[src/design/sj2u_pkg.sv]
`timescale 1ns / 1ps
`default_nettype none

package sj2u_pkg;

  localparam int unsigned MAX_OUT   = 1024;
  localparam logic [9:0]  CAP_RESET = 10'd128;
  localparam int unsigned NRES      = 4;

  typedef struct packed {
    logic [9:0] out_index;
    logic [7:0] out_byte;
    logic       is_terminator;
    logic       run_last;
  } result_t;

  typedef struct packed {
    logic [2:0]         cnt;
    result_t [NRES-1:0] ent;
  } bundle_t;

  typedef struct packed {
    logic [7:0] held_lead;
    logic       lead_waiting;
    logic [9:0] written_count;
    logic [9:0] kept_length;
    logic       finished;
  } state_t;

endpackage

`default_nettype wire

[src/design/sj2u_if.sv]
`timescale 1ns / 1ps
`default_nettype none

interface sj2u_in_if;
  logic       valid;
  logic       ready;
  logic [7:0] in_byte;
  logic       last_byte;
  modport source (output valid, output in_byte, output last_byte, input ready);
  modport sink (input valid, input in_byte, input last_byte, output ready);
endinterface

interface sj2u_out_if;
  logic       valid;
  logic       ready;
  logic [9:0] out_index;
  logic [7:0] out_byte;
  logic       is_terminator;
  logic       run_last;
  modport source (output valid, output out_index, output out_byte,
                  output is_terminator, output run_last, input ready);
  modport sink (input valid, input out_index, input out_byte,
                input is_terminator, input run_last, output ready);
endinterface

interface sj2u_cfg_if;
  logic       valid;
  logic       ready;
  logic [9:0] out_capacity;
  modport source (output valid, output out_capacity, input ready);
  modport sink (input valid, input out_capacity, output ready);
endinterface

`default_nettype wire

[src/design/sj2u_decode.sv]
`timescale 1ns / 1ps
`default_nettype none

module sj2u_decode (
  input  sj2u_pkg::state_t  st,
  input  logic [7:0]        in_byte,
  input  logic              last_byte,
  input  logic [9:0]        out_capacity,
  output sj2u_pkg::bundle_t bundle,
  output sj2u_pkg::state_t  st_nxt
);

  localparam logic [15:0] CP_QMARK = 16'h003f;
  localparam logic [15:0] CP_YEN   = 16'h00a5;
  localparam logic [15:0] CP_HWKANA = 16'hff61;
  localparam logic [15:0] CP_IDSP  = 16'h3000;
  localparam logic [15:0] CP_CHOON = 16'h30fc;
  localparam logic [15:0] CP_WAVE  = 16'h301c;
  localparam logic [15:0] CP_FWDIG = 16'hff10;
  localparam logic [15:0] CP_FWUC  = 16'hff21;
  localparam logic [15:0] CP_FWLC  = 16'hff41;
  localparam logic [15:0] CP_HIRA  = 16'h3041;
  localparam logic [15:0] CP_KATA  = 16'h30a1;
  localparam logic [15:0] CP_KATA2 = 16'h30e0;
  localparam logic [12:0] MAX_CAP  = 13'(sj2u_pkg::MAX_OUT);

  function automatic logic [15:0] map_code(input logic [15:0] c);
    logic [15:0] r;
    r = CP_QMARK;
    if (c >= 16'h0020 && c <= 16'h007e) r = (c == 16'h005c) ? CP_YEN : c;
    else if (c >= 16'h00a1 && c <= 16'h00df) r = CP_HWKANA + (c - 16'h00a1);
    else if (c == 16'h8140) r = CP_IDSP;
    else if (c == 16'h8141) r = CP_IDSP + 16'd1;
    else if (c == 16'h8142) r = CP_IDSP + 16'd2;
    else if (c == 16'h815b) r = CP_CHOON;
    else if (c == 16'h8160) r = CP_WAVE;
    else if (c >= 16'h824f && c <= 16'h8258) r = CP_FWDIG + (c - 16'h824f);
    else if (c >= 16'h8260 && c <= 16'h8279) r = CP_FWUC + (c - 16'h8260);
    else if (c >= 16'h8281 && c <= 16'h829a) r = CP_FWLC + (c - 16'h8281);
    else if (c >= 16'h829f && c <= 16'h82f1) r = CP_HIRA + (c - 16'h829f);
    else if (c >= 16'h8340 && c <= 16'h837e) r = CP_KATA + (c - 16'h8340);
    else if (c >= 16'h8380 && c <= 16'h8396) r = CP_KATA2 + (c - 16'h8380);
    return r;
  endfunction

  logic [12:0] cap_eff;
  logic        full;
  logic        is_lead;
  logic [15:0] code;
  logic [15:0] cp;
  logic [1:0]  ulen;
  logic [1:0]  nemit;
  logic        str_end;
  logic [7:0]  u [4];
  logic [9:0]  wc_after;
  logic [9:0]  kept_after;
  logic [2:0]  cnt;

  always_comb begin
    cap_eff = ({3'b000, out_capacity} < MAX_CAP) ? {3'b000, out_capacity} : MAX_CAP;
    full    = ({3'b000, st.written_count} + 13'd4) >= cap_eff;
    is_lead = (in_byte >= 8'h81 && in_byte <= 8'h9f) ||
              (in_byte >= 8'he0 && in_byte <= 8'hef);
    code    = st.lead_waiting ? {st.held_lead, in_byte} : {8'h00, in_byte};
    cp      = map_code(code);

    if (cp < 16'h0080) ulen = 2'd1;
    else if (cp < 16'h0800) ulen = 2'd2;
    else ulen = 2'd3;

    if (ulen == 2'd1) u[0] = cp[7:0];
    else if (ulen == 2'd2) u[0] = {3'b110, cp[10:6]};
    else u[0] = {4'b1110, cp[15:12]};
    u[1] = (ulen == 2'd2) ? {2'b10, cp[5:0]} : {2'b10, cp[11:6]};
    u[2] = {2'b10, cp[5:0]};
    u[3] = 8'h00;

    st_nxt  = st;
    nemit   = 2'd0;
    str_end = 1'b0;
    if (st.finished) begin
      if (last_byte) st_nxt = '0;
    end else if (st.lead_waiting) begin
      nemit                 = ulen;
      str_end               = last_byte;
      st_nxt.lead_waiting   = 1'b0;
      st_nxt.held_lead      = 8'h00;
    end else if (full || in_byte == 8'h00) begin
      str_end = 1'b1;
    end else if (is_lead) begin
      if (last_byte) begin
        str_end = 1'b1;
      end else begin
        st_nxt.held_lead    = in_byte;
        st_nxt.lead_waiting = 1'b1;
      end
    end else begin
      nemit   = ulen;
      str_end = last_byte;
    end

    wc_after   = st.written_count + {8'h00, nemit};
    kept_after = st.kept_length;
    if (nemit != 2'd0 && !(nemit == 2'd1 && u[0] == 8'h20)) kept_after = wc_after;

    if (!st.finished) begin
      st_nxt.written_count = wc_after;
      st_nxt.kept_length   = kept_after;
      if (str_end) begin
        if (last_byte) st_nxt = '0;
        else st_nxt.finished = 1'b1;
      end
    end

    cnt = {1'b0, nemit} + {2'b00, str_end};
    bundle.cnt = cnt;
    for (int i = 0; i < 4; i++) begin
      bundle.ent[i] = '0;
      if (3'(i) < {1'b0, nemit}) begin
        bundle.ent[i].out_index = st.written_count + 10'(i);
        bundle.ent[i].out_byte  = u[i];
      end else if (3'(i) == {1'b0, nemit}) begin
        bundle.ent[i].out_index     = kept_after;
        bundle.ent[i].is_terminator = 1'b1;
      end
      bundle.ent[i].run_last = (3'(i) + 3'd1 == cnt);
    end
  end

endmodule

`default_nettype wire

[src/design/sj2u_out_queue.sv]
`timescale 1ns / 1ps
`default_nettype none

module sj2u_out_queue (
  input  logic              clk,
  input  logic              rst_n,
  input  logic              load,
  input  sj2u_pkg::bundle_t bundle,
  output logic              can_load,
  sj2u_out_if.source        out_ch
);

  logic [2:0]                                 cnt_r;
  logic [2:0]                                 cnt_nxt;
  sj2u_pkg::result_t [sj2u_pkg::NRES-1:0]     ent_r;
  sj2u_pkg::result_t [sj2u_pkg::NRES-1:0]     ent_nxt;
  logic                                       pop;

  assign pop      = (cnt_r != 3'd0) && out_ch.ready;
  assign can_load = (cnt_r == 3'd0) || (cnt_r == 3'd1 && out_ch.ready);

  assign out_ch.valid         = (cnt_r != 3'd0);
  assign out_ch.out_index     = ent_r[0].out_index;
  assign out_ch.out_byte      = ent_r[0].out_byte;
  assign out_ch.is_terminator = ent_r[0].is_terminator;
  assign out_ch.run_last      = ent_r[0].run_last;

  always_comb begin
    cnt_nxt = cnt_r;
    ent_nxt = ent_r;
    if (pop) begin
      cnt_nxt = cnt_r - 3'd1;
      for (int i = 0; i < sj2u_pkg::NRES - 1; i++) ent_nxt[i] = ent_r[i+1];
      ent_nxt[sj2u_pkg::NRES-1] = '0;
    end
    if (load) begin
      cnt_nxt = bundle.cnt;
      ent_nxt = bundle.ent;
    end
  end

  always_ff @(posedge clk) begin
    if (!rst_n) begin
      cnt_r <= 3'd0;
    end else begin
      cnt_r <= cnt_nxt;
    end
    ent_r <= ent_nxt;
  end

endmodule

`default_nettype wire

[src/design/shift_jis_to_utf8_transcoder_core.sv]
// An accepted byte is registered, decoded and then loaded into the result queue.
// Throughput: one input byte per cycle while each byte yields at most one result
//   and the result channel is ready; a byte with more results holds the input.
// Result serialising queue of four entries sets the output pace.
// Reset (rst_n, synchronous): string state cleared, capacity set to 128.
`timescale 1ns / 1ps
`default_nettype none

module shift_jis_to_utf8_transcoder_core (
  input  logic        clk,
  input  logic        rst_n,
  sj2u_in_if.sink     in_ch,
  sj2u_out_if.source  out_ch,
  sj2u_cfg_if.sink    cfg_ch
);

  logic              in_v_r;
  logic [7:0]        in_byte_r;
  logic              in_last_r;
  logic [9:0]        cap_r;
  sj2u_pkg::state_t  st_r;
  sj2u_pkg::state_t  st_nxt;
  sj2u_pkg::bundle_t bundle;
  logic              can_load;
  logic              advance;
  logic              load;

  assign advance      = in_v_r && (bundle.cnt == 3'd0 || can_load);
  assign load         = advance && (bundle.cnt != 3'd0);
  assign in_ch.ready  = !in_v_r || advance;
  assign cfg_ch.ready = 1'b1;

  sj2u_decode u_decode (
    .st           (st_r),
    .in_byte      (in_byte_r),
    .last_byte    (in_last_r),
    .out_capacity (cap_r),
    .bundle       (bundle),
    .st_nxt       (st_nxt)
  );

  sj2u_out_queue u_out_queue (
    .clk      (clk),
    .rst_n    (rst_n),
    .load     (load),
    .bundle   (bundle),
    .can_load (can_load),
    .out_ch   (out_ch)
  );

  always_ff @(posedge clk) begin
    if (!rst_n) begin
      in_v_r <= 1'b0;
      st_r   <= '0;
      cap_r  <= sj2u_pkg::CAP_RESET;
    end else begin
      if (in_ch.valid && in_ch.ready) in_v_r <= 1'b1;
      else if (advance) in_v_r <= 1'b0;
      if (advance) st_r <= st_nxt;
      if (cfg_ch.valid) cap_r <= cfg_ch.out_capacity;
    end
  end

  always_ff @(posedge clk) begin
    if (in_ch.valid && in_ch.ready) begin
      in_byte_r <= in_ch.in_byte;
      in_last_r <= in_ch.last_byte;
    end
  end

endmodule

`default_nettype wire

[src/flat_wrapper.sv]
// flat-port wrapper written by rule: the top's interface ports become plain ports
module shift_jis_to_utf8_transcoder_core_flat 
  (clk, rst_n, in_ch_valid, in_ch_in_byte, in_ch_last_byte, in_ch_ready, out_ch_valid, out_ch_out_index, out_ch_out_byte, out_ch_is_terminator, out_ch_run_last, out_ch_ready, cfg_ch_valid, cfg_ch_out_capacity, cfg_ch_ready);
  sj2u_in_if in_ch_i ();
  sj2u_out_if out_ch_i ();
  sj2u_cfg_if cfg_ch_i ();
  input  logic clk;
  input  logic rst_n;
  input wire logic [$bits(in_ch_i.valid)-1:0] in_ch_valid;
  input wire logic [$bits(in_ch_i.in_byte)-1:0] in_ch_in_byte;
  input wire logic [$bits(in_ch_i.last_byte)-1:0] in_ch_last_byte;
  output wire logic [$bits(in_ch_i.ready)-1:0] in_ch_ready;
  output wire logic [$bits(out_ch_i.valid)-1:0] out_ch_valid;
  output wire logic [$bits(out_ch_i.out_index)-1:0] out_ch_out_index;
  output wire logic [$bits(out_ch_i.out_byte)-1:0] out_ch_out_byte;
  output wire logic [$bits(out_ch_i.is_terminator)-1:0] out_ch_is_terminator;
  output wire logic [$bits(out_ch_i.run_last)-1:0] out_ch_run_last;
  input wire logic [$bits(out_ch_i.ready)-1:0] out_ch_ready;
  input wire logic [$bits(cfg_ch_i.valid)-1:0] cfg_ch_valid;
  input wire logic [$bits(cfg_ch_i.out_capacity)-1:0] cfg_ch_out_capacity;
  output wire logic [$bits(cfg_ch_i.ready)-1:0] cfg_ch_ready;
  assign in_ch_i.valid = in_ch_valid;
  assign in_ch_i.in_byte = in_ch_in_byte;
  assign in_ch_i.last_byte = in_ch_last_byte;
  assign in_ch_ready = in_ch_i.ready;
  assign out_ch_valid = out_ch_i.valid;
  assign out_ch_out_index = out_ch_i.out_index;
  assign out_ch_out_byte = out_ch_i.out_byte;
  assign out_ch_is_terminator = out_ch_i.is_terminator;
  assign out_ch_run_last = out_ch_i.run_last;
  assign out_ch_i.ready = out_ch_ready;
  assign cfg_ch_i.valid = cfg_ch_valid;
  assign cfg_ch_i.out_capacity = cfg_ch_out_capacity;
  assign cfg_ch_ready = cfg_ch_i.ready;
  shift_jis_to_utf8_transcoder_core u_core (.clk(clk), .rst_n(rst_n), .in_ch(in_ch_i), .out_ch(out_ch_i), .cfg_ch(cfg_ch_i));
endmodule
[config.mk]
export PLATFORM = sky130hd
export DESIGN_NAME = shift_jis_to_utf8_transcoder_core_flat
export DESIGN_NICKNAME = d
export VERILOG_FILES = /design/src/design/sj2u_pkg.sv /design/src/design/sj2u_if.sv /design/src/design/sj2u_decode.sv /design/src/design/sj2u_out_queue.sv /design/src/design/shift_jis_to_utf8_transcoder_core.sv /design/src/flat_wrapper.sv
export SDC_FILE = /design/constraint.sdc
export NUM_CORES = 1
export LEC_CHECK = 0
export CAP_MARGIN = 20
export CORE_UTILIZATION = 65
export DETAILED_ROUTE_END_ITERATION = 12
export DONT_BUFFER_PORTS = 1
export GPL_ROUTABILITY_DRIVEN = 0
export PLACE_DENSITY_LB_ADDON = 0.05
export SLEW_MARGIN = 20
export SYNTH_ARGS = -nofsm -noshare
export SYNTH_HDL_FRONTEND = slang
export SYNTH_SLANG_ARGS = --single-unit
[constraint.sdc]
create_clock -name clk -period 8.7 [get_ports clk]
set_input_delay 0.87 -clock clk [delete_from_list [all_inputs] [get_ports clk]]
set_output_delay 0.87 -clock clk [all_outputs]
set_load 0.01 [all_outputs]
Word level (Yosys, flattened, before mapping) --
Index checks and enable logic that the tools add are counted.
Word-level totals: register bits 125, bits in latches 0, memory bits (writable) 0, ROM bits 0, output and inout bits 23, word-level logic and storage cells 188, memories kept 0
Cells by class: add/sub/neg operators 20, multiply operators 0, divide/modulo/power cells 0, order comparisons 26, eq/ne operators 19, shift-type cells 0, muxes and demuxes 64, bitwise operators 0, reductions and logical operators 34
Operator list (count):
- $mux 16 | 15
- $mux 80 | 2
- $ge 16x16->1 const B | 6
- $le 16x16->1 const B | 6
- $sub 16x16->16 const B | 6
- $mux 30 | 3
- $eq 16x16->1 const B | 5
- $mux 10 | 8
- $add 16x16->16 const A | 4
- $add 14x16->16 const A | 3
- $mux 9 | 5
- $mux 8 | 4
- $mux 29 | 1
- $mux 21 | 1
- $logic_and 1x1->1 | 17
- $eq 16x7->1 const B | 1
- $ge 16x6->1 const B | 1
- $ge 16x8->1 const B | 1
- $ge 8x8->1 const B | 2
- $le 16x7->1 const B | 1
- $le 16x8->1 const B | 1
- $le 8x8->1 const B | 2
- $lt 16x12->1 const B | 1
- $lt 16x8->1 const B | 1
- 32 further kinds | 66

Logic depth before layout (Yosys ltp) --
Gate-level depths: netlist of run 1.
depth in word-level cells 31, depth in mapped cells 27, gate-level depth less buffers 22

Modules after synthesis --
Synthesis of run 1 repeated with hierarchy kept, for this count alone.
Unflattened totals: cell total of the unflattened synthesis 1054, area total of the unflattened synthesis 9820.7 um^2
By module, submodules not included:
- sj2u_decode | times used 1, cells an instance 657, area each 4227.8 um^2, sequential area each 0.0 um^2
- sj2u_out_queue | times used 1, cells an instance 215, area each 3646.0 um^2, sequential area each 2462.4 um^2
- shift_jis_to_utf8_transcoder_core | times used 1, cells an instance 182, area each 1946.9 um^2, sequential area each 1091.0 um^2

Worst setup path before layout of run 1 --
Ideal clock, no wire load.
path kind flip-flop to flip-flop, start point reg u_core.st_r[13] (netlist name), end point reg u_core.u_out_queue.cnt_r[1], arrival 6742 ps, setup slack 1893 ps, cell stages (with the launch flop) 26, path buffers 5, clock period less this slack 6807 ps, cells stage by stage dfxtp_1 -> ha_1 -> and3_1 -> clkbuf_1 -> and3_1 -> clkbuf_1 -> xor2_1 -> ha_1 -> and3_1 -> a31oi_1 -> nand3_1 -> a311oi_1 -> a21oi_1 -> or2_2 -> buf_2 -> clkbuf_1 -> nor2_1 -> ha_1 -> ha_1 -> or3_1 -> o21ai_0 -> and2_1 -> clkbuf_1 -> nand2_1 -> nand2_1 -> o221a_2
Between the ends: word-level cells in the longest chain between the ends 12, elaborated cells between the ends (all ways) 17
Ends and longest elaborated chain:
- start, declared | line shift_jis_to_utf8_transcoder_core.sv:21 | sj2u_pkg::state_t st_r;
- start signal, assigned | line shift_jis_to_utf8_transcoder_core.sv:59 | if (advance) st_r <= st_nxt;
- $add 10x3->11 * | line sj2u_decode.sv:61 | full = ({3'b000, st.written_count} + 13'd4) >= cap_eff;
- $ge 13x10->1 * | line sj2u_decode.sv:61
- $logic_or 1x1->1 * | line sj2u_decode.sv:88 | end else if (full || in_byte == 8'h00) begin
- $mux 2 or $mux 1 (tied branches) | line sj2u_decode.sv:88
- $mux 2 or $mux 1 (tied branches) | line sj2u_decode.sv:83 | end else if (st.lead_waiting) begin
- $mux 2 or $mux 1 (tied branches) | line sj2u_decode.sv:81 | if (st.finished) begin
- $add 2x1->3 * | line sj2u_decode.sv:115 | cnt = {1'b0, nemit} + {2'b00, str_end};
- $logic_not 3->1 | line shift_jis_to_utf8_transcoder_core.sv:28 | assign advance = in_v_r && (bundle.cnt == 3'd0 || can_load);
- $logic_or 1x1->1 | line shift_jis_to_utf8_transcoder_core.sv:28
- $logic_and 1x1->1 | line shift_jis_to_utf8_transcoder_core.sv:28
- $logic_and 1x1->1 | line shift_jis_to_utf8_transcoder_core.sv:29 | assign load = advance && (bundle.cnt != 3'd0);
- $mux 3 or $reduce_bool 2->1 (tied branches)
- end signal, assigned | line sj2u_out_queue.sv:46 | cnt_r <= cnt_nxt;
- end, declared | line sj2u_out_queue.sv:13 | logic [2:0] cnt_r;
Mark *: on every way between the ends. The rest lies on a longest branch, timed or not. A chain may end at the register's enable or synchronous reset.

==> reports/qor_table.md, run 1 <==
| Parameter | This run | Unit |
| --- | --- | --- |
| Result of the run | complete, no violations | - |
| Most frequent cells in the layout | sky130_fd_sc_hd__nand2_1, sky130_fd_sc_hd__edfxtp_1, sky130_fd_sc_hd__nor2_1 | - |
| Max-slew violation count | 0 | - |
| Number of port buffers | 0 | - |
| Setup repair after global routing missed its margin | false | - |
| Number of sinks on the clock net | 123 | - |
| Total of max-cap violations | 0 | - |
| Pwr/cell area | 267 | mW/mm^2 |
| Max-slew headroom | 35.6 | % |
| Number of warnings issued by yosys | 0 | - |
| Placed wire-length estimate | 14500 | um |
| Number of cells in the design after placement | 988 | - |
| Standard cell core area | 0.0122 | mm^2 |
| Die height | 114 | um |
| Main flop type after synthesis | sky130_fd_sc_hd__edfxtp_1 | - |
| Average via count per standard cell | 6.86 | - |
| Total number of H-tree levels | 4 | - |
| Data arrival time at the worst-slack endpoint | 7.50 | ns |
| Endpoint class of the critical path | flip-flop | - |
| Count of cell types in the netlist | 91 | - |
| Placed standard-cell area | 0.00806 | mm^2 |
| Latest clock arrival within the worst-skew pair | 0.42 | ns |
| Launching element type of the critical path | flip-flop | - |
| Routed wire length per instance | 20.7 | um |
| Final Instance Count excl. Fillers | 1020 | - |
| Period minus WS final | 7.26 | ns |
| Post-synthesis sequential area ratio | 39.7 | % |
| Class of the most critical setup path | reg2reg | - |
| Required time of the critical path | 8.94 | ns |
| Via count of the routed design | 6996 | - |
| Highest fanout seen on the critical path | 43 | - |
| Static Leakage | 3.21 | nW |
| Achievable clock frequency | 138 | MHz |
| Routed WL | 21100 | um |
| IO Count | 47 | - |
| Initial cell density of the core | 67.4 | % |
| Post-layout worst setup margin | 1.44 | ns |
| Most common cell after layout, fill and taps aside | sky130_fd_sc_hd__nand2_1 | - |
| TritonCTS clock tree | done | - |
| Std cell rows | 40 | - |
| Peak supply drop | 0.215 | mV |
| Final Skew | 0.00947 | ns |
| Post-CTS Hold Buffers | 0 | - |
| Final period utilization | 83.5 | % |
| Fraction of final layout cells sized beyond drive strength 1 | 9.04 | % |
| Number of antenna violations at the first check in global routing | 0 | - |
| Cell at the root of the clock tree | sky130_fd_sc_hd__clkbuf_16 | - |
| Number of instances in the synthesized netlist | 888 | - |
| Total GRT Usage | 34.0 | % |
| Die width | 114 | um |
| Netlist area before placement | 0.00820 | mm^2 |
| Number of design rule violations left after detail routing | 0 | - |
| Post-Place Worst Slack | 1.62 | ns |
| Clock buffer count from CTS | 17 | - |
| Gates resized, CTS repair | 0 | - |
| Count of flip-flops with a built-in enable after synthesis | 79 | - |
| Wire length of the first global-routing pass | 34000 | um |
| Aggregate global routing overflow | 0 | - |
| Setup Fix Bufs, Post-CTS | 0 | - |
| Die Footprint | 0.0131 | mm^2 |
| Hold/Removal Path Class | reg2reg | - |
| Share of flip-flops with an asynchronous set or reset | 0 | % |
| Via count of the first global-routing pass | 6476 | - |
| Post-DRT Antenna Nets | 0 | - |
| Setup TNS | 0 | ns |
| Final net count | 902 | - |
| Buffers from clock root to sink, at most | 2 | - |
| Count of routing violations after the opening detailed-route iteration | 1187 | - |
| Total Power Consumption | 0.00229 | W |
| Final Hold Viols | 0 | - |
| Design Area, Final | 0.00858 | mm^2 |
| Mean area per synthesized cell | 9.23 | um^2 |
| Clock slew seen by the registers of the worst setup and hold paths | 0.05 | ns |
| Synthesis-stage register bit count | 123 | - |
| Diode count | 0 | - |
| First-pass iteration count of the detailed router | 8 | - |
| Measured slew at the worst slew-check pin | 0.967 | ns |
| Layout area overhead | 4.62 | % |
| Net Count, Synth | 951 | - |
| Final setup violation count | 0 | - |
| Pin count of the biggest net entering global routing | 74 | - |
## Yosys cell counts, drive strengths merged (9+ instances only)
cell type,instances,share of area (%)
buf,43,3.6
xnor2,16,1.7
nor2,63,3.0
mux2i,13,1.6
a22oi,23,2.3
edfxtp,79,29
a21oi,41,2.5
a22o,19,2.0
nand4,9,0.87
and2,13,0.99
a21o,12,1.1
nand2,120,5.6
ha,38,5.8
clkbuf,32,1.5
nor2b,23,1.9
and3,9,0.69
xor2,19,2.0
nand3,19,1.2
dfxtp,44,11
o21ai,54,3.3
a31oi,22,1.7
nor3,21,1.6
inv,31,1.4
a211oi,9,1.0
## registers in the layout, summed over array words and instances, names as in the netlist
| name | flops |
|---|---|
| u_core.u_out_queue.out_ch.run_last | 1 |
| u_core.u_out_queue.cnt_r | 3 |
| u_core.u_out_queue.out_ch.out_byte | 8 |
| u_core.in_v_r | 1 |
| u_core.u_out_queue.out_ch.out_index | 10 |
| u_core.cap_r | 10 |
| u_core.in_byte_r | 8 |
| u_core.in_last_r | 1 |
| u_core.u_out_queue.out_ch.is_terminator | 1 |
| u_core.st_r | 30 |
| u_core.u_out_queue.ent_r | 50 |
## through the flow
step	utilization [%]	hold slack [ns]
2_1_floorplan	-	0.461
6_report	70.5	0.488
3_3_place_gp	66.3	0.480
3_5_place_dp	66.3	0.482
4_1_cts	70.5	0.494
5_1_grt	70.5	0.522
## cell families after synthesis
logic type               count (synthesis)  synth area share, %
AND/OR/NAND/NOR                        319                 20.0
AO/OA/AOI/OAI                          251                 22.4
flip-flops                             123                 39.7
buffers and inverters                  107                 6.48
adder cells (fa/ha/maj)                 39                 6.04
XOR/XNOR                                35                 3.74
multiplexers                            13                 1.59
other                                    1               0.0457
## critical path: stages, from the launching register on
cell and delay [ns]:
sky130_fd_sc_hd__dfxtp_1 0.56, sky130_fd_sc_hd__ha_1 0.41, sky130_fd_sc_hd__and3_1 0.32, sky130_fd_sc_hd__and3_1 0.35, sky130_fd_sc_hd__xor2_1 0.19, sky130_fd_sc_hd__ha_1 0.25
sky130_fd_sc_hd__and3_1 0.20, sky130_fd_sc_hd__a31oi_1 0.17, sky130_fd_sc_hd__nand3_1 0.09, sky130_fd_sc_hd__a311oi_1 0.50, sky130_fd_sc_hd__a21oi_1 0.17, sky130_fd_sc_hd__or2_2 0.56
sky130_fd_sc_hd__nor2_1 0.40, sky130_fd_sc_hd__ha_1 0.34, sky130_fd_sc_hd__or3_1 0.37, sky130_fd_sc_hd__o21ai_0 0.22, sky130_fd_sc_hd__and2_1 0.36, sky130_fd_sc_hd__nand2_1 0.19
sky130_fd_sc_hd__buf_4 0.31, sky130_fd_sc_hd__nor2_2 0.31, sky130_fd_sc_hd__nand2_1 0.43, sky130_fd_sc_hd__o221ai_1 0.33
## report_power, final
part,switching (W),leakage (nW),internal [W]
sequential,0.000118,1.12,0.000905
combinational,0.000434,1.84,0.000202
clock,0.000244,0.250,0.000386
total,0.000796,3.21,0.00149
## routing by layer
| metal | vias up | wire, um | GRT usage, % |
|---|---|---|---|
| met2 | 509 | 9070 | 48.9 |
| met3 | 69 | 2520 | 7.41 |
| met4 | 0 | 602 | 15.6 |
| met5 | - | 0 | 0 |
| li1 | 3146 | - | - |
| met1 | 3272 | 8950 | 48.7 |
## cell type report
type                    count  area (um^2)
clock buffers              22          444
clock inverters            10         76.3
fillers                   933         3580
inverters                  32          120
multi-input cells         658         4420
flip-flops and latches    123         3250
well taps                 168          210
repair buffers              7         52.6
## final timing paths
kind / startpoint / end / slack, ns / cells past startpoint
max reg2reg: u_core.st_r[14] / u_core.u_out_queue.ent_r[35] / 1.44 / 21
min: u_core.cap_r[7] / u_core.cap_r[7] / 0.49 / 2
min reg2reg: u_core.cap_r[7] / u_core.cap_r[7] / 0.49 / 2
max: u_core.st_r[14] / u_core.u_out_queue.ent_r[35] / 1.44 / 21
Note: power is estimated with default switching activity, not from simulation.
==> run 2: changes to the inputs <==
==> constraint.sdc (replaced) <==
create_clock -name clk -period 7.2 [get_ports clk]
set_input_delay 0.72 -clock clk [delete_from_list [all_inputs] [get_ports clk]]
set_output_delay 0.72 -clock clk [all_outputs]
set_load 0.01 [all_outputs]
==> reports/qor_table.md, run 2 (synthesized netlist as in run 1, its figures left out) <==
| Parameter | This run | Unit | Change |
| --- | --- | --- | --- |
| Pwr/cell area | 322 | mW/mm^2 | +21% |
| Series of cell instances along the critical path | ha_1 -> and3_1 -> and3_1 -> xor2_1 -> ha_1 -> and3_1 -> a31oi_1 -> nand3_1 -> a311oi_1 -> a21oi_1 -> or2_2 -> nor2_1 -> ha_1 -> ha_1 -> or3_1 -> o21ai_0 -> and2_1 -> nand2_1 -> nor2_2 -> nand2_1 -> o221ai_1 | - |  |
| Result of the run | complete, no violations | - |  |
| Die height | 114 | um | unchanged |
| Number of cells in the design after placement | 998 | - | +1.0% |
| Data arrival time at the worst-slack endpoint | 6.77 | ns | -0.73 ns |
| Gates resized, CTS repair | 0 | - | unchanged |
| Final Hold Viols | 0 | - | unchanged |
| Number of port buffers | 0 | - | unchanged |
| Final Instance Count excl. Fillers | 1029 | - | +0.88% |
| Final Skew | 0.00705 | ns | -0.00242 ns |
| Final period utilization | 90.7 | % | +7.3 points |
| Metal3 WL | 2500 | um | -0.99% |
| Initial cell density of the core | 67.4 | % | unchanged |
| Cell with the biggest individual delay on the critical path | sky130_fd_sc_hd__or2_2 | - |  |
| Pin count of the biggest net entering global routing | 43 | - | -42% |
| Via count of the routed design | 6956 | - | -0.57% |
| Max-slew violation count | 0 | - | unchanged |
| Max FFs per register | 50 | - | unchanged |
| Max incr delay on CP | 0.55 | ns | about the same |
| Period minus WS final | 6.53 | ns | -0.730 ns |
| Average via count per standard cell | 6.76 | - | -1.4% |
| Area occupied by multi-input gates | 0.00442 | mm^2 | unchanged |
| Die width | 114 | um | unchanged |
| Number of antenna violations at the first check in global routing | 0 | - | unchanged |
| Most flop-heavy register | u_core.u_out_queue.ent_r | - |  |
| Setup Fix Bufs, Post-CTS | 0 | - | unchanged |
| Register area | 0.00325 | mm^2 | unchanged |
| Peak supply drop | 0.198 | mV | -8.0% |
| Total number of H-tree levels | 4 | - | unchanged |
| Top Registers | u_core.u_out_queue.ent_r: 50 flops, u_core.st_r: 30 flops | - |  |
| Wire length of the first global-routing pass | 34300 | um | +0.67% |
| Post-DRT Antenna Nets | 0 | - | unchanged |
| First-pass iteration count of the detailed router | 9 | - | +1 |
| TritonCTS clock tree | done | - |  |
| Diode count | 0 | - | unchanged |
| Highest layer used for signal routing | met4 | - |  |
| Min Hold Slack | 0.396 | ns | -0.0922 ns |
| Static Leakage | 3.27 | nW | +1.7% |
| Std cell rows | 40 | - | unchanged |
| Standard cell core area | 0.0122 | mm^2 | unchanged |
| Layout area overhead | 5.84 | % |  |
| Setup repair after global routing missed its margin | false | - |  |
| Class of the most critical setup path | reg2reg | - |  |
| Count of routing violations after the opening detailed-route iteration | 1193 | - | +0.51% |
| Final net count | 912 | - | +1.1% |
| Cell at the root of the clock tree | sky130_fd_sc_hd__clkbuf_16 | - |  |
| Fill cell count | 932 | - | -0.11% |
| Measured slew at the worst slew-check pin | 0.941 | ns | -0.0256 ns |
| Highest fanout seen on the critical path | 26 | - | -40% |
| Number of design rule violations left after detail routing | 0 | - | unchanged |
| Most common cell after layout, fill and taps aside | sky130_fd_sc_hd__nand2_1 | - |  |
| Clock buffer count from CTS | 17 | - | unchanged |
| Hold/Removal Path Class | in2reg | - |  |
| Buffers from clock root to sink, at most | 2 | - | unchanged |
| Aggregate global routing overflow | 0 | - | unchanged |
| Final setup violation count | 0 | - | unchanged |
| Met1 Routed Length | 9100 | um | +1.7% |
| Clock slew seen by the registers of the worst setup and hold paths | 0.06 | ns | about the same |
| Required time of the critical path | 7.44 | ns | -1.50 ns |
| Total of max-cap violations | 0 | - | unchanged |
| Latest clock arrival within the worst-skew pair | 0.42 | ns | about the same |
| Placed wire-length estimate | 14900 | um | +2.7% |
| Most frequent cells in the layout | sky130_fd_sc_hd__nand2_1, sky130_fd_sc_hd__edfxtp_1, sky130_fd_sc_hd__nor2_1 | - |  |
| Routed wire length per instance | 20.6 | um | -0.69% |
| Routed WL | 21200 | um | +0.18% |
| Post-CTS Hold Buffers | 0 | - | unchanged |
| Setup TNS | 0 | ns | unchanged |
| Total GRT Usage | 34.1 | % | +0.16 points |
| Number of sinks on the clock net | 123 | - | unchanged |
| Die Footprint | 0.0131 | mm^2 | unchanged |
| Total Power Consumption | 0.00279 | W | +22% |
| Max-slew headroom | 37.3 | % | +1.7 points |
| Most frequent CP cell | sky130_fd_sc_hd__ha_1 | - |  |
| Achievable clock frequency | 153 | MHz | +11% |
| IO Count | 47 | - | unchanged |
| Met2 wire len | 9160 | um | +1.1% |
| Via count of the first global-routing pass | 6370 | - | -1.6% |
| Fraction of final layout cells sized beyond drive strength 1 | 10.3 | % | +1.3 points |
| Launching element type of the critical path | flip-flop | - |  |
| Endpoint class of the critical path | flip-flop | - |  |
-- run 2: changes by cell type in the layout (fill, tap and decap cells not counted), sizes merged --
| cell | previous run | this run |
|---|---|---|
| buf | 7 | 17 |
| clkbuf | 22 | 18 |
| clkinv | 8 | 9 |
| clkinvlp | 2 | 3 |
| inv | 31 | 32 |
-- run 2: metal layers --
metal  vias up  GRT usage [%]
met1      3265           50.5
met3        51           7.46
met5         -              0
li1       3165              -
met2       475           49.5
met4         0           10.9
-- run 2: power by group --
group | internal (W) | total, W | switching [W]
Sequential | 0.00109 | 0.00121 | 0.000127
Combinational | 0.000269 | 0.000800 | 0.000532
Clock | 0.000467 | 0.000780 | 0.000314
-- run 2: critical path, delay by kind of cell, from the launching register on --
kind	cells	cell delay (ns)
AOI/OAI and AO/OA	5	1.26
xor gates and xnor gates	1	0.17
adders and majority gates	4	1.06
DFF	1	0.52
and+or+nand+nor	11	3.32
-- run 2: path summary, 6_finish.rpt --
kind,depth (start not counted),end,slack (ns),from
worst min-delay path,0,u_core.in_byte_r[6],0.40,in_ch_in_byte[6]
worst max-delay path,21,u_core.u_out_queue.ent_r[33],0.67,u_core.st_r[14]
worst min register to register,2,u_core.cap_r[7],0.49,u_core.cap_r[7]
worst max register to register,21,u_core.u_out_queue.ent_r[33],0.67,u_core.st_r[14]
-- run 2: stage by stage --
step	util [%]	setup WS (ns)	instance area (um^2)
after detailed placement	67.0	0.854	8150
final	71.4	0.668	8680
after CTS	71.4	0.776	8680
after global placement	67.0	1.20	8150
after floorplan	-	0.393	8200
after global routing	71.4	0.325	8680
-- run 2: layout make-up --
class                      instances  area share, %
clock inverter                    13           1.20
tap                              168           2.42
multi-input combinational        658           51.0
clock buffer                      18           4.94
sequential                       123           37.5
timing repair buffer              17           1.61
inverter                          32           1.38
